$ cat src/hw/rtl/hci_event_packet_parser_unit_macros.svh
// Assertion macros shared by the HCI event packet parser RTL.
// Included by modules that carry concurrent assertions; no other dependencies.
`ifndef HCI_EVENT_PACKET_PARSER_UNIT_MACROS_SVH
`define HCI_EVENT_PACKET_PARSER_UNIT_MACROS_SVH

// Same-cycle implication, disabled while reset is asserted
`define HEPP_ASSERT_IMP(label, clk, rst_n, ante, cons) \
  label: assert property (@(posedge clk) disable iff (!rst_n) (ante) |-> (cons)) \
    else $error("hepp same-cycle check failed");

// Next-cycle implication, disabled while reset is asserted
`define HEPP_ASSERT_NXT(label, clk, rst_n, ante, cons) \
  label: assert property (@(posedge clk) disable iff (!rst_n) (ante) |=> (cons)) \
    else $error("hepp next-cycle check failed");

`endif

$ cat src/hw/rtl/hepp_pkg.sv
// Package for the HCI event packet parser: phase and status codes, widths.
// No dependencies; used by the interfaces and all parser modules.
package hepp_pkg;

  // Byte and register widths
  localparam int unsigned BYTE_W    = 8;
  localparam int unsigned APB_DW    = 32;
  localparam int unsigned APB_AW    = 3;

  // Register indexes (byte address / 4)
  localparam logic [APB_AW-3:0] REG_MAX_PAYLOAD_LEN = '0;

  localparam logic [BYTE_W-1:0] MAX_LEN_RESET = 8'd252;

  // H4 packet type bytes
  localparam logic [BYTE_W-1:0] TYPE_COMMAND = 8'h01;
  localparam logic [BYTE_W-1:0] TYPE_EVENT   = 8'h04;

  // Parse phase, one-hot
  typedef enum logic [4:0] {
    PH_TYPE    = 5'b00001,
    PH_OPCODE  = 5'b00010,
    PH_LENGTH  = 5'b00100,
    PH_PAYLOAD = 5'b01000,
    PH_ERROR   = 5'b10000
  } phase_t;

  // Per-byte classification
  typedef enum logic [2:0] {
    ST_TYPE_OK  = 3'd0,
    ST_OPCODE   = 3'd1,
    ST_LENGTH   = 3'd2,
    ST_PAYLOAD  = 3'd3,
    ST_CMD_REJ  = 3'd4,
    ST_UNKNOWN  = 3'd5,
    ST_TOO_LONG = 3'd6
  } status_t;

  // Registered input item handed from the input stage to the parser
  typedef struct packed {
    logic              valid;
    logic [BYTE_W-1:0] data_byte;
  } in_item_t;

endpackage

$ cat src/hw/rtl/hepp_if.sv
// Valid/ready channel interfaces for the HCI event packet parser.
// Depends on hepp_pkg for field types.
interface hepp_in_if;
  logic                          valid;
  logic                          ready;
  logic [hepp_pkg::BYTE_W-1:0]   data_byte;

  modport source (output valid, output data_byte, input ready);
  modport sink   (input valid, input data_byte, output ready);
endinterface

interface hepp_out_if;
  logic                          valid;
  logic                          ready;
  hepp_pkg::status_t             status;
  logic [hepp_pkg::BYTE_W-1:0]   byte_value;
  logic [hepp_pkg::BYTE_W-1:0]   event_opcode;
  logic [hepp_pkg::BYTE_W-1:0]   payload_len;
  logic [hepp_pkg::BYTE_W-1:0]   payload_index;
  logic                          packet_end;

  modport source (output valid, output status, output byte_value, output event_opcode,
                  output payload_len, output payload_index, output packet_end,
                  input ready);
  modport sink   (input valid, input status, input byte_value, input event_opcode,
                  input payload_len, input payload_index, input packet_end,
                  output ready);
endinterface

$ cat src/hw/rtl/hepp_in_stage.sv
// Input register of the HCI event packet parser: holds one byte for the parser.
// Depends on hepp_pkg and hepp_in_if.
module hepp_in_stage (
  input  logic               clk,
  input  logic               rst_n,
  hepp_in_if.sink            in_ch,
  input  logic               take,
  output hepp_pkg::in_item_t item
);
  import hepp_pkg::*;

  logic              valid_r;
  logic              valid_nxt;
  logic [BYTE_W-1:0] byte_r;
  logic              load;

  // Refill when empty or when the parser consumes the held item
  assign in_ch.ready = !valid_r || take;
  assign load        = in_ch.valid && in_ch.ready;

  always_comb begin
    valid_nxt = valid_r;
    if (load) begin
      valid_nxt = 1'b1;
    end else if (take) begin
      valid_nxt = 1'b0;
    end
  end

  always_ff @(posedge clk) begin
    if (!rst_n) begin
      valid_r <= 1'b0;
    end else begin
      valid_r <= valid_nxt;
    end
  end

  // Payload register, no reset
  always_ff @(posedge clk) begin
    if (load) begin
      byte_r <= in_ch.data_byte;
    end
  end

  assign item.valid     = valid_r;
  assign item.data_byte = byte_r;

endmodule

$ cat src/hw/rtl/hepp_cfg_regs.sv
// APB configuration register block: holds the maximum payload length.
// Depends on hepp_pkg.
module hepp_cfg_regs (
  input  logic                         clk,
  input  logic                         rst_n,
  input  logic                         cfg_psel,
  input  logic                         cfg_penable,
  input  logic                         cfg_pwrite,
  input  logic [hepp_pkg::APB_AW-1:0]  cfg_paddr,
  input  logic [hepp_pkg::APB_DW-1:0]  cfg_pwdata,
  output logic [hepp_pkg::APB_DW-1:0]  cfg_prdata,
  output logic                         cfg_pready,
  output logic [hepp_pkg::BYTE_W-1:0]  max_len
);
  import hepp_pkg::*;

  logic [BYTE_W-1:0]   max_len_r;
  logic [APB_AW-3:0]   reg_idx;
  logic                wr_max_len;

  assign cfg_pready = 1'b1;
  assign reg_idx    = cfg_paddr[APB_AW-1:2];
  assign wr_max_len = cfg_psel && cfg_penable && cfg_pwrite
                      && (reg_idx == REG_MAX_PAYLOAD_LEN);

  // Register write
  always_ff @(posedge clk) begin
    if (!rst_n) begin
      max_len_r <= MAX_LEN_RESET;
    end else if (wr_max_len) begin
      max_len_r <= cfg_pwdata[BYTE_W-1:0];
    end
  end

  // Read mux, unmapped addresses read zero
  always_comb begin
    cfg_prdata = '0;
    if (reg_idx == REG_MAX_PAYLOAD_LEN) begin
      cfg_prdata = {{(APB_DW-BYTE_W){1'b0}}, max_len_r};
    end
  end

  assign max_len = max_len_r;

endmodule

$ cat src/hw/rtl/hepp_parser.sv
// Phase tracking and classification of one byte, plus the result register.
// Depends on hepp_pkg, hepp_out_if and the assertion macro header.
module hepp_parser (
  input  logic                         clk,
  input  logic                         rst_n,
  input  hepp_pkg::in_item_t           item,
  input  logic [hepp_pkg::BYTE_W-1:0]  max_len,
  output logic                         take,
  hepp_out_if.source                   out_ch
);
  import hepp_pkg::*;
  `include "hci_event_packet_parser_unit_macros.svh"

  // Parse state
  phase_t            phase_r, phase_nxt;
  logic [BYTE_W-1:0] opcode_r, opcode_nxt;
  logic [BYTE_W-1:0] length_r, length_nxt;
  logic [BYTE_W-1:0] count_r, count_nxt;

  // Result register
  logic              out_valid_r, out_valid_nxt;
  status_t           status_r, status_nxt;
  logic [BYTE_W-1:0] byte_r;
  logic [BYTE_W-1:0] index_r, index_nxt;
  logic              end_r, end_nxt;

  logic [BYTE_W-1:0] b;
  logic [BYTE_W-1:0] count_inc;

  // Take the held item whenever the result slot is free or being drained
  assign take      = item.valid && (!out_valid_r || out_ch.ready);
  assign b         = item.data_byte;
  assign count_inc = count_r + 8'd1;

  // Classify the byte and compute the next parse state
  always_comb begin
    phase_nxt  = phase_r;
    opcode_nxt = opcode_r;
    length_nxt = length_r;
    count_nxt  = count_r;
    status_nxt = ST_TYPE_OK;
    index_nxt  = '0;
    end_nxt    = 1'b0;
    unique case (phase_r)
      PH_OPCODE: begin
        opcode_nxt = b;
        status_nxt = ST_OPCODE;
        phase_nxt  = PH_LENGTH;
      end
      PH_LENGTH: begin
        length_nxt = b;
        count_nxt  = '0;
        if (b > max_len) begin
          status_nxt = ST_TOO_LONG;
          phase_nxt  = PH_ERROR;
        end else begin
          status_nxt = ST_LENGTH;
          if (b == '0) begin
            end_nxt   = 1'b1;
            phase_nxt = PH_TYPE;
          end else begin
            phase_nxt = PH_PAYLOAD;
          end
        end
      end
      PH_PAYLOAD: begin
        status_nxt = ST_PAYLOAD;
        index_nxt  = count_r;
        count_nxt  = count_inc;
        if (count_inc >= length_r) begin
          end_nxt   = 1'b1;
          count_nxt = '0;
          phase_nxt = PH_TYPE;
        end
      end
      default: begin
        // type phase, error phase and unused codes all expect a type byte
        count_nxt = '0;
        if (b == TYPE_EVENT) begin
          status_nxt = ST_TYPE_OK;
          opcode_nxt = '0;
          length_nxt = '0;
          phase_nxt  = PH_OPCODE;
        end else begin
          status_nxt = (b == TYPE_COMMAND) ? ST_CMD_REJ : ST_UNKNOWN;
          phase_nxt  = PH_ERROR;
        end
      end
    endcase
  end

  // Output valid: set on load, cleared when drained
  always_comb begin
    out_valid_nxt = out_valid_r;
    if (take) begin
      out_valid_nxt = 1'b1;
    end else if (out_ch.ready) begin
      out_valid_nxt = 1'b0;
    end
  end

  // Control and state registers
  always_ff @(posedge clk) begin
    if (!rst_n) begin
      phase_r     <= PH_TYPE;
      opcode_r    <= '0;
      length_r    <= '0;
      count_r     <= '0;
      out_valid_r <= 1'b0;
    end else begin
      out_valid_r <= out_valid_nxt;
      if (take) begin
        phase_r  <= phase_nxt;
        opcode_r <= opcode_nxt;
        length_r <= length_nxt;
        count_r  <= count_nxt;
      end
    end
  end

  // Result payload, no reset
  always_ff @(posedge clk) begin
    if (take) begin
      status_r <= status_nxt;
      byte_r   <= b;
      index_r  <= index_nxt;
      end_r    <= end_nxt;
    end
  end

  // Held opcode/length after the update are reported with the byte
  logic [BYTE_W-1:0] rep_opcode_r;
  logic [BYTE_W-1:0] rep_length_r;
  always_ff @(posedge clk) begin
    if (take) begin
      rep_opcode_r <= opcode_nxt;
      rep_length_r <= length_nxt;
    end
  end

  assign out_ch.valid         = out_valid_r;
  assign out_ch.status        = status_r;
  assign out_ch.byte_value    = byte_r;
  assign out_ch.event_opcode  = rep_opcode_r;
  assign out_ch.payload_len   = rep_length_r;
  assign out_ch.payload_index = index_r;
  assign out_ch.packet_end    = end_r;

  // A packet only ends on a length or payload byte
  `HEPP_ASSERT_IMP(a_end_status, clk, rst_n, take && end_nxt,
                   status_nxt == ST_LENGTH || status_nxt == ST_PAYLOAD)
  // After a packet end the parser waits for a type byte
  `HEPP_ASSERT_NXT(a_end_to_type, clk, rst_n, take && end_nxt, phase_r == PH_TYPE)
  // Rejections park the parser in the error phase
  `HEPP_ASSERT_NXT(a_reject_err, clk, rst_n,
                   take && (status_nxt == ST_CMD_REJ || status_nxt == ST_UNKNOWN
                            || status_nxt == ST_TOO_LONG),
                   phase_r == PH_ERROR && count_r == '0)
  // A reported payload position always lies inside the payload
  `HEPP_ASSERT_IMP(a_index_range, clk, rst_n, out_valid_r && status_r == ST_PAYLOAD,
                   index_r < rep_length_r)

endmodule

$ cat src/hw/rtl/hci_event_packet_parser_unit.sv
// HCI event packet parser top level: input register, parser, APB config regs.
// Depends on hepp_pkg, hepp_if, hepp_in_stage, hepp_parser and hepp_cfg_regs.
// Accepted bytes pass from the input register into the parser's result register.
// Throughput: one byte per cycle while out_ch.ready is high; the input register and
// the result register each take a new item as soon as the next stage frees or drains.
// Reset (rst_n low, synchronous): phase to type byte, held values zero, max length 252.
module hci_event_packet_parser_unit (
  input  logic                         clk,
  input  logic                         rst_n,
  hepp_in_if.sink                      in_ch,
  hepp_out_if.source                   out_ch,
  input  logic                         cfg_psel,
  input  logic                         cfg_penable,
  input  logic                         cfg_pwrite,
  input  logic [hepp_pkg::APB_AW-1:0]  cfg_paddr,
  input  logic [hepp_pkg::APB_DW-1:0]  cfg_pwdata,
  output logic [hepp_pkg::APB_DW-1:0]  cfg_prdata,
  output logic                         cfg_pready
);
  import hepp_pkg::*;

  in_item_t          item;
  logic              take;
  logic [BYTE_W-1:0] max_len;

  // Input register
  hepp_in_stage u_in_stage (
    .clk   (clk),
    .rst_n (rst_n),
    .in_ch (in_ch),
    .take  (take),
    .item  (item)
  );

  // Configuration registers
  hepp_cfg_regs u_cfg_regs (
    .clk         (clk),
    .rst_n       (rst_n),
    .cfg_psel    (cfg_psel),
    .cfg_penable (cfg_penable),
    .cfg_pwrite  (cfg_pwrite),
    .cfg_paddr   (cfg_paddr),
    .cfg_pwdata  (cfg_pwdata),
    .cfg_prdata  (cfg_prdata),
    .cfg_pready  (cfg_pready),
    .max_len     (max_len)
  );

  // Parser and result register
  hepp_parser u_parser (
    .clk     (clk),
    .rst_n   (rst_n),
    .item    (item),
    .max_len (max_len),
    .take    (take),
    .out_ch  (out_ch)
  );

endmodule
$ cat src/flat_wrapper.sv
// flat-port wrapper written by rule: the top's interface ports become plain ports
module hci_event_packet_parser_unit_flat import hepp_pkg::*;
  (clk, rst_n, cfg_psel, cfg_penable, cfg_pwrite, cfg_paddr, cfg_pwdata, cfg_prdata, cfg_pready, in_ch_valid, in_ch_data_byte, in_ch_ready, out_ch_valid, out_ch_status, out_ch_byte_value, out_ch_event_opcode, out_ch_payload_len, out_ch_payload_index, out_ch_packet_end, out_ch_ready);
  hepp_in_if in_ch_i ();
  hepp_out_if out_ch_i ();
  input  logic clk;
  input  logic rst_n;
  input  logic cfg_psel;
  input  logic cfg_penable;
  input  logic cfg_pwrite;
  input  logic [hepp_pkg::APB_AW-1:0] cfg_paddr;
  input  logic [hepp_pkg::APB_DW-1:0] cfg_pwdata;
  output logic [hepp_pkg::APB_DW-1:0] cfg_prdata;
  output logic cfg_pready;
  input wire logic [$bits(in_ch_i.valid)-1:0] in_ch_valid;
  input wire logic [$bits(in_ch_i.data_byte)-1:0] in_ch_data_byte;
  output wire logic [$bits(in_ch_i.ready)-1:0] in_ch_ready;
  output wire logic [$bits(out_ch_i.valid)-1:0] out_ch_valid;
  output wire logic [$bits(out_ch_i.status)-1:0] out_ch_status;
  output wire logic [$bits(out_ch_i.byte_value)-1:0] out_ch_byte_value;
  output wire logic [$bits(out_ch_i.event_opcode)-1:0] out_ch_event_opcode;
  output wire logic [$bits(out_ch_i.payload_len)-1:0] out_ch_payload_len;
  output wire logic [$bits(out_ch_i.payload_index)-1:0] out_ch_payload_index;
  output wire logic [$bits(out_ch_i.packet_end)-1:0] out_ch_packet_end;
  input wire logic [$bits(out_ch_i.ready)-1:0] out_ch_ready;
  assign in_ch_i.valid = in_ch_valid;
  assign in_ch_i.data_byte = in_ch_data_byte;
  assign in_ch_ready = in_ch_i.ready;
  assign out_ch_valid = out_ch_i.valid;
  assign out_ch_status = out_ch_i.status;
  assign out_ch_byte_value = out_ch_i.byte_value;
  assign out_ch_event_opcode = out_ch_i.event_opcode;
  assign out_ch_payload_len = out_ch_i.payload_len;
  assign out_ch_payload_index = out_ch_i.payload_index;
  assign out_ch_packet_end = out_ch_i.packet_end;
  assign out_ch_i.ready = out_ch_ready;
  hci_event_packet_parser_unit u_core (.clk(clk), .rst_n(rst_n), .in_ch(in_ch_i), .out_ch(out_ch_i), .cfg_psel(cfg_psel), .cfg_penable(cfg_penable), .cfg_pwrite(cfg_pwrite), .cfg_paddr(cfg_paddr), .cfg_pwdata(cfg_pwdata), .cfg_prdata(cfg_prdata), .cfg_pready(cfg_pready));
endmodule
$ cat config.mk
export PLATFORM = sky130hd
export DESIGN_NAME = hci_event_packet_parser_unit_flat
export DESIGN_NICKNAME = d
export VERILOG_FILES = /design/src/hw/rtl/hepp_pkg.sv /design/src/hw/rtl/hepp_if.sv /design/src/hw/rtl/hepp_in_stage.sv /design/src/hw/rtl/hepp_cfg_regs.sv /design/src/hw/rtl/hepp_parser.sv /design/src/hw/rtl/hci_event_packet_parser_unit.sv /design/src/flat_wrapper.sv
export VERILOG_INCLUDE_DIRS = /design/src /design/src/hw/rtl
export SDC_FILE = /design/constraint.sdc
export NUM_CORES = 1
export LEC_CHECK = 0
export BUFFER_PORTS_ARGS = -buffer_cell sky130_fd_sc_hd__buf_2
export CAP_MARGIN = 0
export CORE_UTILIZATION = 48
export CTS_BUF_LIST = sky130_fd_sc_hd__clkbuf_4 sky130_fd_sc_hd__clkbuf_8
export DETAILED_ROUTE_END_ITERATION = 7
export HOLD_SLACK_MARGIN = 0.15
export PLACE_DENSITY = 0.78
export SETUP_SLACK_MARGIN = 0.5
export SYNTH_ARGS = -nofsm -noshare
export SYNTH_HDL_FRONTEND = slang
export SYNTH_SLANG_ARGS = --single-unit
$ cat constraint.sdc
create_clock -name clk -period 2.7 [get_ports clk]
set_input_delay 0.54 -clock clk [delete_from_list [all_inputs] [get_ports clk]]
set_output_delay 0.54 -clock clk [all_outputs]
set_load 0.02 [all_outputs]
==> reports/qor.csv, run 1 <==
stage,metric,value,unit
grt,grt.busiest_layer,met2,
yosys,synth_enable_flop_cells,44,
drt,route.detailed.wl_per_inst,16.4,um
setup_path,critPathMostFrequentCell,sky130_fd_sc_hd__and3_4,
setup_path,timing.critical_path.to_type,register,
grt,grt.overflow.total,0,
drt,postRouteAntennaNets,0,
yosys,synth_cell_types,52,
clock_network,tritoncts,yes,
grt,global_route.usage.met2,0.377,
place,detailed_place_hpwl,5960,um
setup_path,cp_data_arrival_time,2.95,ns
final_layout,final_cells,552,
yosys,yosysSeqAreaShare,0.530,
clock_network,ctsHoldBuffers,0,
setup_path,cp_slowest_stage_delay,0.38,ns
yosys,synthesis.area_per_instance,11.2,um2
final_layout,area.growth.synth_to_final,25.5,%
clock_network,clk_root_buffer_cell,sky130_fd_sc_hd__clkbuf_8,
clock_network,cts.htree.levels,3,
floorplanning,floorplan.initialDensity,0.505,
power,worst_ir_drop_vdd,0.310,mV
timing,post-route-min-period,2.67,ns
grt,grt_use_total,0.214,
clock_network,clock_pin_transition_on_the_worst_setup_and_hold_timing_paths,0.08,ns
setup_path,critical_path.top_delay_family,compound AO/OA/AOI/OAI gates,
drt,post_drt_via_cell_ratio,5.55,
grt,gr_layer_usage_met1,0.253,
grt,grt_pass1_wl,14100,um
timing,max_clock_freq,0.375,GHz
yosys,number_of_storage_elements_in_the_synthesis_netlist,83,
timing,worst_relative_slew_slack,0.386,
floorplanning,row_count,32,
floorplanning,die_h,92.9,um
drt,drc,0,
setup_path,worst_setup_path_start_kind,register,
setup_path,crit_path_cell_chain,and3_4 > and3_4 > xor2_1 > ha_1 > a41o_1 > a2111o_1 > a31o_4 > or3_1 > a21boi_1,
setup_path,worstPathRequired,2.98,ns
flow_run,drv_cap,0,
floorplanning,die_w,92.9,um
yosys,ys_warn_count,0,
clock_network,cts_buffers,9,
timing,maxSlewViolCount,0,
timing,min_period_over_period,0.988,
power,report.power.total,2.59,mW
setup_path,critical_path.slowest_cell,sky130_fd_sc_hd__dfxtp_4,
final_layout,num-nets-final,512,
setup_path,worstPathBufferInverterCount,0,
power,power_leakage,2.11,nW
place,place_congestion,0.792,
timing,rsz0062_at_grt,true,
grt,grt_start_max_net_pins,33,
drt,total_via_count_in_the_routed_design,3066,
grt,via_count_of_the_first_global_routing_pass,2860,
grt,grt_antenna_before_repair,0,
timing,worst-slew-pin-transition,0.917,ns
timing,final-setup-viol-count,0,
yosys,synth-main-ff-cell,sky130_fd_sc_hd__edfxtp_1,
yosys,netlist_instances,354,
clock_network,clock_path_buffers,2,
place,port_buffer_count,69,
yosys,async_reset_ff_frac,0,
final_layout,antennaDiodeCount,0,
timing,clock-skew-final,0.00739,ns
drt,totalWireLength,9040,um
drt,drtIter0Drc,186,
grt,gr-usage-met3,0.0525,
clock_network,clkLatencyLatePin,0.36,ns
floorplanning,io-pin-count,121,
floorplanning,core,0.00785,mm2
outcome,outcome,finished clean,
floorplanning,design.die.area,0.00862,mm2
clock_network,clock-sinks,83,
yosys,mappedNetlistArea,0.00396,mm2
setup_path,maximum_fanout_along_the_worst_path,6,
min_path,hold_path_class,in -> reg,
setup_path,criticalPathCategory,reg -> reg,
timing,hold_viol,0,
drt,detailedRoute.firstPassIterationCount,4,
power,power_density,521,mW/mm2
final_layout,final_layout_size_suffix_gt1_frac,0.344,
place,post-place-cells,526,
[Yosys cell counts, types with 2 or more instances]
| master | count | area (um2) |
|---|---|---|
| sky130_fd_sc_hd__xnor2_1 | 3 | 26.3 |
| sky130_fd_sc_hd__nand4_1 | 3 | 18.8 |
| sky130_fd_sc_hd__o211ai_1 | 9 | 67.6 |
| sky130_fd_sc_hd__inv_1 | 17 | 63.8 |
| sky130_fd_sc_hd__nand2b_1 | 6 | 37.5 |
| sky130_fd_sc_hd__buf_6 | 2 | 22.5 |
| sky130_fd_sc_hd__clkbuf_1 | 10 | 37.5 |
| sky130_fd_sc_hd__xor2_1 | 5 | 43.8 |
| sky130_fd_sc_hd__a211o_1 | 3 | 26.3 |
| sky130_fd_sc_hd__nand2_1 | 29 | 109 |
| sky130_fd_sc_hd__o221ai_1 | 3 | 26.3 |
| sky130_fd_sc_hd__a21oi_1 | 6 | 30.0 |
| sky130_fd_sc_hd__a22o_2 | 8 | 80.1 |
| sky130_fd_sc_hd__a22o_1 | 23 | 201 |
| sky130_fd_sc_hd__o21a_1 | 2 | 15.0 |
| sky130_fd_sc_hd__nand4b_1 | 5 | 43.8 |
| sky130_fd_sc_hd__a2111o_1 | 2 | 22.5 |
| sky130_fd_sc_hd__buf_4 | 25 | 188 |
| sky130_fd_sc_hd__or3_1 | 6 | 37.5 |
| sky130_fd_sc_hd__or2_2 | 2 | 12.5 |
| sky130_fd_sc_hd__conb_1 | 2 | 7.51 |
| sky130_fd_sc_hd__and3_1 | 14 | 87.6 |
| sky130_fd_sc_hd__nor3_1 | 2 | 10.0 |
| sky130_fd_sc_hd__dfxtp_1 | 39 | 781 |
| sky130_fd_sc_hd__o21a_4 | 2 | 30.0 |
| sky130_fd_sc_hd__a41o_1 | 2 | 20.0 |
| sky130_fd_sc_hd__edfxtp_1 | 44 | 1320 |
| sky130_fd_sc_hd__nand3_1 | 7 | 35.0 |
| sky130_fd_sc_hd__ha_1 | 17 | 213 |
| sky130_fd_sc_hd__nor2_1 | 17 | 63.8 |
| sky130_fd_sc_hd__nor2b_1 | 6 | 37.5 |
| sky130_fd_sc_hd__a21boi_0 | 8 | 60.1 |
| sky130_fd_sc_hd__o21ai_0 | 6 | 30.0 |
[area by class of cell]
cell class,instances,area (um2)
Inverter,17,67.6
Clock buffer,10,131
Timing Repair Buffer,93,533
Multi-Input combinational cell,241,1910
Clock inverter,6,90.1
Tap cell,102,128
Sequential cell,83,2110
Fill cell,636,2880
[power breakdown]
part	switching [mW]	leakage, nW	internal (mW)
Clock	0.449	0.110	0.532
Sequential	0.0178	0.727	1.36
Combinational	0.161	1.27	0.0718
[worst reg2reg max path: stages (launching register included)]
cell                       delay (ns)
sky130_fd_sc_hd__dfxtp_4         0.38
sky130_fd_sc_hd__and3_4          0.18
sky130_fd_sc_hd__and3_4          0.22
sky130_fd_sc_hd__xor2_1          0.20
sky130_fd_sc_hd__ha_1            0.29
sky130_fd_sc_hd__a41o_1          0.25
sky130_fd_sc_hd__a2111o_1        0.36
sky130_fd_sc_hd__a31o_4          0.26
sky130_fd_sc_hd__or3_1           0.30
sky130_fd_sc_hd__a21boi_1        0.14
[routing by layer]
metal	part of all wire	vias to the layer above
li1	-	1457
met3	0.057	21
met5	0	-
met4	0.018	0
met2	0.52	104
met1	0.41	1484
[sequential cells by signal (all words and copies together) (netlist names)]
signal and count:
u_core.u_parser.out_ch.payload_index 8, u_core.u_parser.out_ch.byte_value 8, u_core.u_parser.out_ch.status 3, u_core.u_parser.opcode_r 8, u_core.u_parser.count_r 8, u_core.u_parser.out_ch.payload_len 8, u_core.u_parser.out_ch.packet_end 1, u_core.u_parser.length_r 8
u_core.u_parser.out_ch.event_opcode 8, u_core.u_parser.out_ch.valid 1, u_core.u_parser.phase_r 5, u_core.u_in_stage.valid_r 1, u_core.u_cfg_regs.max_len 8, u_core.u_in_stage.byte_r 8
[through the flow]
stage                     area (um2)  hold slack, ns  setup TNS [ns]  setup slack (ns)  utilization
after floorplan                 4140           0.443               0             0.136            -
after global placement          4480           0.454               0            0.0304        0.571
after detailed placement        4480           0.461         -0.0366           -0.0366        0.571
after CTS                       4900           0.335         -0.0276           -0.0276        0.624
after global routing            4970           0.338         -0.0394           -0.0394        0.634
final                           4970           0.351               0            0.0330        0.634
[logic make-up (layout without fill, tap and decap cells)]
kind of cell | Yosys count | count (layout) | synth area share
AND/OR/NAND/NOR | 106 | 106 | 0.144
AO/OA/AOI/OAI | 83 | 85 | 0.173
flip-flops | 83 | 83 | 0.530
buffers and inverters | 55 | 126 | 0.0796
adder cells (fa/ha/maj) | 17 | 17 | 0.0537
XOR/XNOR | 8 | 8 | 0.0177
other | 2 | 25 | 0.00190
[cell usage in the layout (no fill, tap or decap), types with 3 or more instances in the layout]
| master | netlist | routed |
|---|---|---|
| sky130_fd_sc_hd__o21ai_0 | 6 | 4 |
| sky130_fd_sc_hd__nor2_1 | 17 | 16 |
| sky130_fd_sc_hd__a22o_1 | 23 | 23 |
| sky130_fd_sc_hd__ha_4 | 0 | 3 |
| sky130_fd_sc_hd__a21boi_1 | 0 | 5 |
| sky130_fd_sc_hd__buf_2 | 0 | 69 |
| sky130_fd_sc_hd__buf_4 | 25 | 22 |
| sky130_fd_sc_hd__xor2_1 | 5 | 5 |
| sky130_fd_sc_hd__o211ai_1 | 9 | 9 |
| sky130_fd_sc_hd__edfxtp_1 | 44 | 44 |
| sky130_fd_sc_hd__dfxtp_1 | 39 | 36 |
| sky130_fd_sc_hd__clkbuf_8 | 0 | 9 |
| sky130_fd_sc_hd__nor2b_1 | 6 | 5 |
| sky130_fd_sc_hd__nand4b_1 | 5 | 5 |
| sky130_fd_sc_hd__and3_4 | 0 | 3 |
| sky130_fd_sc_hd__a22o_4 | 0 | 7 |
| sky130_fd_sc_hd__nand2b_1 | 6 | 6 |
| sky130_fd_sc_hd__a211o_4 | 0 | 4 |
| sky130_fd_sc_hd__and3_1 | 14 | 11 |
| sky130_fd_sc_hd__nand2_1 | 29 | 28 |
| sky130_fd_sc_hd__ha_1 | 17 | 14 |
| sky130_fd_sc_hd__nand4_1 | 3 | 3 |
| sky130_fd_sc_hd__inv_1 | 17 | 16 |
| sky130_fd_sc_hd__a21oi_1 | 6 | 6 |
| sky130_fd_sc_hd__nand3_1 | 7 | 5 |
| sky130_fd_sc_hd__a21boi_0 | 8 | 3 |
| sky130_fd_sc_hd__or3_1 | 6 | 5 |
| sky130_fd_sc_hd__conb_1 | 2 | 25 |
[repair_timing]
| action | in CTS | in global routing |
|---|---|---|
| pin swaps | 9 | 12 |
| buffers inserted | 7 | 1 |
| resized for setup | 25 | 12 |
| setup endpoints to repair | 44 | 46 |
| cloned | 2 | 0 |
| endpoints found under the hold margin | 0 | 0 |
[worst paths after layout]
kind,startpoint,endpoint,slack (ns),depth (start not counted)
hold reg to reg,u_core.u_parser.opcode_r[5],u_core.u_parser.opcode_r[5],0.48,1
setup reg to reg,u_core.u_parser.count_r[0],u_core.u_parser.count_r[0],0.03,9
hold / removal,in_ch_data_byte[4],u_core.u_in_stage.byte_r[4],0.35,1
setup / recovery,u_core.u_parser.count_r[0],u_core.u_parser.count_r[0],0.03,9
Note: power is estimated with default switching activity, not from simulation.
==> run 2: changes to the inputs <==
==> constraint.sdc (replaced) <==
create_clock -name clk -period 2.7 [get_ports clk]
set_input_delay 0.27 -clock clk [delete_from_list [all_inputs] [get_ports clk]]
set_output_delay 0.27 -clock clk [all_outputs]
set_load 0.02 [all_outputs]
==> run 2 against run 1 <==
  * Utilization increased by 2.8 points
  * Sequential power about the same
  * Cell count up 3.1%
  * First-iteration DRC count is 22% lower
  * Flip-flop and latch count stayed put
  * Hold slack got worse by 0.17 ns
  * Combinational power rose by 8.6%
  * Fmax grew 1.3%
  * Total power increased by 1.5%
  * Non-clock buffer count rose by 17
  * Sequential share of layout area down 1.7 points
  * Routed wire length is 2.6% higher
  * Critical path type unchanged
  * Largest cell class unchanged
  * Highest routed layer unchanged
==> reports/qor.csv, run 2 (synthesis results as in run 1) <==
stage,metric,value,unit,change
setup_path,crit_path_cell_chain,and3_4 > and3_4 > xor2_2 > ha_1 > a41o_1 > a2111o_1 > a31o_4 > or3_1 > a21boi_1,,
floorplanning,io-pin-count,121,,unchanged
place,place_congestion,0.771,,-2.7%
setup_path,cp_slowest_stage_delay,0.37,ns,about the same
power,power_density,507,mW/mm2,-2.8%
grt,grt_antenna_before_repair,0,,unchanged
grt,grt_start_max_net_pins,33,,unchanged
grt,grt_use_total,0.211,,-0.00287
drt,drc,0,,unchanged
setup_path,criticalPathCategory,reg -> reg,,
grt,via_count_of_the_first_global_routing_pass,2900,,+1.4%
drt,total_via_count_in_the_routed_design,3076,,+0.33%
drt,drtIter0Drc,145,,-22%
flow_run,drv_cap,0,,unchanged
timing,min_period_over_period,0.975,,-0.0131
outcome,outcome,finished clean,,
setup_path,critical_path.top_delay_family,compound AO/OA/AOI/OAI gates,,
setup_path,crit_start,u_core.u_parser.count_r[1],,
floorplanning,die_w,92.9,um,unchanged
timing,worst-slew-pin-transition,0.932,ns,+0.0144 ns
clock_network,cts.htree.levels,3,,unchanged
timing,post-route-min-period,2.63,ns,-0.0353 ns
final_layout,antennaDiodeCount,0,,unchanged
setup_path,worstPathRequired,2.98,ns,about the same
timing,hold_viol,0,,unchanged
grt,grt.overflow.total,0,,unchanged
power,worst_ir_drop_vdd,0.358,mV,+15%
grt,grt_pass1_wl,13900,um,-1.1%
final_layout,num-nets-final,529,,+3.3%
timing,max_clock_freq,0.380,GHz,+1.3%
final_layout,layout.cells.most_common_list,"69 x sky130_fd_sc_hd__buf_2, 44 x sky130_fd_sc_hd__edfxtp_1, 35 x sky130_fd_sc_hd__dfxtp_1",,
clock_network,cts_buffers,9,,unchanged
final_layout,seq_area,0.00211,mm2,+0.18%
final_layout,final_layout_size_suffix_gt1_frac,0.347,,+0.00245
clock_network,clock-sinks,83,,unchanged
timing,final_total_negative_setup_slack,0,ns,unchanged
drt,totalWireLength,9280,um,+2.6%
setup_path,worstPathBufferInverterCount,0,,unchanged
final_layout,area.growth.synth_to_final,31.0,%,
setup_path,maximum_fanout_along_the_worst_path,5,,-1
setup_path,r2r-start,u_core.u_parser.count_r[1],,
setup_path,critical_path.slowest_cell,sky130_fd_sc_hd__dfxtp_4,,
floorplanning,floorplan.initialDensity,0.505,,unchanged
timing,worst_relative_slew_slack,0.377,,-0.00920
min_path,holdCritStartpoint,cfg_pwdata[1],,
clock_network,tritoncts,yes,,
floorplanning,row_count,32,,unchanged
place,dpl_cell_area,0.00446,mm2,-0.34%
timing,clock-skew-final,0.0114,ns,+0.00403 ns
final_layout,final_cells,569,,+3.1%
setup_path,critPathMostFrequentCell,sky130_fd_sc_hd__and3_4,,
setup_path,worst_setup_path_start_kind,register,,
setup_path,cp_data_arrival_time,2.91,ns,-0.04 ns
drt,route.detailed.wl_per_inst,16.3,um,-0.49%
final_layout,final_common_cell,sky130_fd_sc_hd__buf_2,,
floorplanning,core,0.00785,mm2,unchanged
clock_network,clock_pin_transition_on_the_worst_setup_and_hold_timing_paths,0.08,ns,about the same
floorplanning,die_h,92.9,um,unchanged
clock_network,clk_root_buffer_cell,sky130_fd_sc_hd__clkbuf_8,,
final_layout,multi_input_area,0.00196,mm2,+2.4%
place,port_buffer_count,69,,unchanged
timing,fin_hold_ws,0.180,ns,-0.171 ns
final_layout,final_area,0.00519,mm2,+4.4%
timing,final-setup-viol-count,0,,unchanged
drt,detailedRoute.firstPassIterationCount,4,,unchanged
power,power_leakage,2.18,nW,+3.5%
timing,maxSlewViolCount,0,,unchanged
final_layout,layout_fillers,601,,-5.5%
min_path,hold_path_class,in -> reg,,
place,detailed_place_hpwl,5670,um,-4.7%
clock_network,clock_path_buffers,2,,unchanged
setup_path,timing.critical_path.to_type,register,,
drt,postRouteAntennaNets,0,,unchanged
floorplanning,design.die.area,0.00862,mm2,unchanged
final_layout,fin_util,0.662,,+0.0281
timing,rsz0062_at_grt,true,,
clock_network,clkLatencyLatePin,0.35,ns,about the same
place,post-place-cells,524,,-0.38%
drt,post_drt_via_cell_ratio,5.41,,-2.7%
==> run 2: changes by cell type in the layout (fill, tap and decap cells not counted), moves of 2 or more <==
cell / change
sky130_fd_sc_hd__clkinv_4: -2
sky130_fd_sc_hd__dlygate4sd3_1: +15
sky130_fd_sc_hd__inv_6: +2
sky130_fd_sc_hd__nand3_1: -2
sky130_fd_sc_hd__or3_4: -2
==> run 2: where the power goes <==
group,switching (mW),total [mW],internal (mW)
Sequential,0.0181,1.38,1.36
Combinational,0.166,0.252,0.0857
Clock,0.453,1.00,0.549
==> run 2: routing by layer <==
metal | GRT usage | vias up | wire (um) | share of wire
met5 | 0 | - | 0 | 0
met4 | 0.0769 | 0 | 127 | 0.014
met3 | 0.0558 | 10 | 533 | 0.057
met2 | 0.366 | 110 | 4900 | 0.53
met1 | 0.250 | 1468 | 3710 | 0.40
li1 | - | 1488 | - | -
==> run 2: final cells by class <==
cell class	count	area share
Inverter	17	0.0130
Timing Repair Buffer	110	0.135
Sequential cell	83	0.407
Clock inverter	5	0.0164
Multi-Input combinational cell	241	0.377
Tap cell	102	0.0246
Clock buffer	11	0.0267
==> run 2: path summary, 6_finish.rpt <==
path	to	slack [ns]	cells past startpoint
max reg2reg	u_core.u_parser.count_r[0]	0.07	9
min reg2reg	u_core.u_cfg_regs.max_len[1]	0.48	2
min	u_core.u_cfg_regs.max_len[1]	0.18	3
max	u_core.u_parser.count_r[0]	0.07	9
==> run 2: repair_timing <==
item                                    CTS  global route
pin swaps                                13             9
gates resized for setup                  23            22
hold buffers                             15             0
endpoints found under the hold margin    15             0
buffers inserted                          9             3
endpoints found under the setup margin   44            45
gates cloned                              2             0
==> run 2: through the flow <==
stage          worst slack (ns)  total power, mW
3_3_place_gp             0.0434             1.63
3_5_place_dp           -0.00618             1.63
4_1_cts                 -0.0118             2.64
5_1_grt                 0.00198             2.73
2_1_floorplan             0.136             1.58
6_report                 0.0682             2.63
==> run 2: worst min-delay path, stage by stage <==
cell and delay, ns:
sky130_fd_sc_hd__buf_2 0.09, sky130_fd_sc_hd__nand2_1 0.05, sky130_fd_sc_hd__a21boi_0 0.07
==> run 3: changes to the inputs <==
--- a/config.mk
+++ b/config.mk
@@ -8,11 +8,10 @@
 export LEC_CHECK = 0
 export BUFFER_PORTS_ARGS = -buffer_cell sky130_fd_sc_hd__buf_2
 export CAP_MARGIN = 0
-export CORE_UTILIZATION = 48
-export CTS_BUF_LIST = sky130_fd_sc_hd__clkbuf_4 sky130_fd_sc_hd__clkbuf_8
+export CORE_UTILIZATION = 46
 export DETAILED_ROUTE_END_ITERATION = 7
 export HOLD_SLACK_MARGIN = 0.15
-export PLACE_DENSITY = 0.78
+export PLACE_DENSITY = 0.76
 export SETUP_SLACK_MARGIN = 0.5
 export SYNTH_ARGS = -nofsm -noshare
 export SYNTH_HDL_FRONTEND = slang
==> run 3 against run 2 <==
  * Register-to-register slack barely moved
  * Clock power fell by 11%
  * Routed wire length down 9.9%
  * Sequential power barely moved
  * Cell count is 0.18% higher
  * Utilization fell by 4.7 points
  * Largest power group unchanged
  * Clock-buffer cell count down 2
  * Critical path type unchanged
  * First-iteration DRC count fell by 23%
  * Design area is 2.2% lower
==> reports/qor.csv, run 3 (synthesis results as in run 1) <==
stage,metric,value,unit,change
power,cellInternalPower,1.81,mW,-9.1%
timing,rsz0062_at_grt,true,,
drt,postRouteAntennaNets,0,,unchanged
grt,grt_antenna_before_repair,0,,unchanged
drt,total_via_count_in_the_routed_design,3041,,-1.1%
timing,maxSlewViolCount,0,,unchanged
final_layout,final_layout_size_suffix_gt1_frac,0.338,,-0.00926
setup_path,ff2ff_setup_slack,0.06,ns,about the same
timing,clock-skew-final,0.0141,ns,+0.00267 ns
place,post-place-ws,-0.0337,ns,-0.0275 ns
drt,drtIter0Drc,111,,-23%
final_layout,seq_area,0.00211,mm2,-0.18%
timing,post-route-min-period,2.64,ns,+0.00576 ns
final_layout,antennaDiodeCount,0,,unchanged
power,switching_share,0.278,,+0.0356
timing,min_period_over_period,0.977,,+0.00213
power,pwr-share-seq,0.549,,+0.025
power,power_density,494,mW/mm2,-2.5%
clock_network,clock-sinks,83,,unchanged
place,post-place-cells,529,,+0.95%
final_layout,final_cells,570,,+0.18%
timing,hold_viol,0,,unchanged
setup_path,timing.critical_path.to_type,register,,
floorplanning,io-pin-count,121,,unchanged
timing,setup_ws,0.0625,ns,-0.00576 ns
timing,worst-slew-pin-transition,0.852,ns,-0.0791 ns
drt,detailedRoute.firstPassIterationCount,4,,unchanged
clock_network,clock_path_buffers,2,,unchanged
power,switchingPower,0.697,mW,+9.4%
timing,final-setup-viol-count,0,,unchanged
place,detailed_place_hpwl,5550,um,-2.2%
clock_network,clkLatencyLatePin,0.37,ns,+0.02 ns
clock_network,cts.htree.levels,3,,unchanged
timing,worst_relative_slew_slack,0.429,,+0.0525
power,power.share.combinational,0.097,,about the same
setup_path,maximum_fanout_along_the_worst_path,6,,+1
min_path,holdCritStartpoint,in_ch_valid,,
floorplanning,row_count,33,,+3.1%
timing,final_total_negative_setup_slack,0,ns,unchanged
power,report.power.total,2.51,mW,-4.6%
grt,grt_pass1_wl,13400,um,-3.8%
power,worst_ir_drop_vdd,0.286,mV,-20%
clock_network,clk_root_buffer_cell,sky130_fd_sc_hd__clkbuf_8,,
final_layout,final_common_cell,sky130_fd_sc_hd__buf_2,,
floorplanning,die_h,94.8,um,+2.1%
outcome,outcome,finished clean,,
drt,post_drt_via_cell_ratio,5.34,,-1.3%
final_layout,area.growth.synth_to_final,28.2,%,
clock_network,clock_pin_transition_on_the_worst_setup_and_hold_timing_paths,0.10,ns,+0.02 ns
power,power.clock.fraction,0.355,,-0.026
clock_network,cts_buffers,9,,unchanged
grt,via_count_of_the_first_global_routing_pass,2768,,-4.6%
place,place_congestion,0.830,,+7.7%
final_layout,layout_fillers,665,,+11%
drt,totalWireLength,8350,um,-9.9%
floorplanning,floorplan.initialDensity,0.480,,-0.0251
setup_path,worst_setup_path_start_kind,register,,
grt,grt_start_max_net_pins,33,,unchanged
setup_path,crit_start,u_core.u_parser.count_r[1],,
floorplanning,design.die.area,0.00899,mm2,+4.2%
place,port_buffer_count,69,,unchanged
flow_run,drv_cap,0,,unchanged
timing,max_clock_freq,0.379,GHz,-0.22%
power,power_leakage,2.13,nW,-2.3%
final_layout,multi_input_area,0.00189,mm2,-3.3%
grt,grt.overflow.total,0,,unchanged
final_layout,fin_util,0.615,,-0.0467
setup_path,criticalPathCategory,reg -> reg,,
setup_path,worstPathRequired,2.99,ns,about the same
setup_path,r2r-start,u_core.u_parser.count_r[1],,
drt,route.detailed.wl_per_inst,14.7,um,-10%
floorplanning,die_w,94.8,um,+2.1%
setup_path,cp_data_arrival_time,2.93,ns,+0.02 ns
final_layout,num-nets-final,527,,-0.38%
clock_network,tritoncts,yes,,
grt,grt_use_total,0.196,,-0.0152
final_layout,layout.cells.most_common_list,"69 x sky130_fd_sc_hd__buf_2, 44 x sky130_fd_sc_hd__edfxtp_1, 36 x sky130_fd_sc_hd__dfxtp_1",,
floorplanning,core,0.00826,mm2,+5.2%
drt,drc,0,,unchanged
min_path,hold_path_class,in -> reg,,
-- run 3: through the flow --
step / instance area (um2) / hold WS, ns
2_1_floorplan: 4140 / 0.369
3_3_place_gp: 4480 / 0.449
3_5_place_dp: 4480 / 0.448
4_1_cts: 4980 / 0.160
5_1_grt: 5080 / 0.161
6_report: 5080 / 0.165
-- run 3: area by class of cell --
cell class              count  share of cell area
flip-flops and latches     83               0.416
multi-input cells         241               0.373
repair buffers            108               0.133
well taps                 105              0.0259
clock buffers               9              0.0244
clock inverters             7              0.0150
inverters                  17              0.0133
-- run 3: worst max-delay path: stages, from the launching register on --
cell,delay (ns)
sky130_fd_sc_hd__dfxtp_4,0.38
sky130_fd_sc_hd__and3_4,0.18
sky130_fd_sc_hd__and3_4,0.23
sky130_fd_sc_hd__nand3_4,0.10
sky130_fd_sc_hd__xnor2_4,0.20
sky130_fd_sc_hd__ha_4,0.24
sky130_fd_sc_hd__a41o_1,0.19
sky130_fd_sc_hd__a2111o_1,0.35
sky130_fd_sc_hd__a31o_4,0.26
sky130_fd_sc_hd__or3_1,0.31
sky130_fd_sc_hd__a21boi_1,0.12
-- run 3: final timing paths --
path,to,depth (start not counted)
setup / recovery,u_core.u_parser.count_r[0],10
hold / removal,u_core.u_in_stage.valid_r,3
setup reg to reg,u_core.u_parser.count_r[0],10
hold reg to reg,u_core.u_cfg_regs.max_len[1],2
-- run 3: metal layers --
metal | vias up | share of wire | track usage
li1 | 1484 | - | -
met1 | 1428 | 0.44 | 0.245
met2 | 118 | 0.48 | 0.324
met3 | 11 | 0.072 | 0.0548
met4 | 0 | 0.013 | 0.0682
met5 | - | 0 | 0
-- run 3: timing repair --
action	CTS	global route
setup endpoints to repair	44	44
buffers inserted	8	1
pin swaps	5	11
hold endpoints to repair	14	0
cloned	2	0
resized for setup	17	14
hold buffers	14	0
-- run 3: power by group through the flow --
stage	registers [mW]	logic (mW)	clock network [mW]
floorplan	1.44	0.141	0
detailed placement	1.41	0.224	0
CTS	1.38	0.242	0.898
finish	1.38	0.243	0.890
global placement	1.41	0.219	0
global route	1.38	0.266	0.953
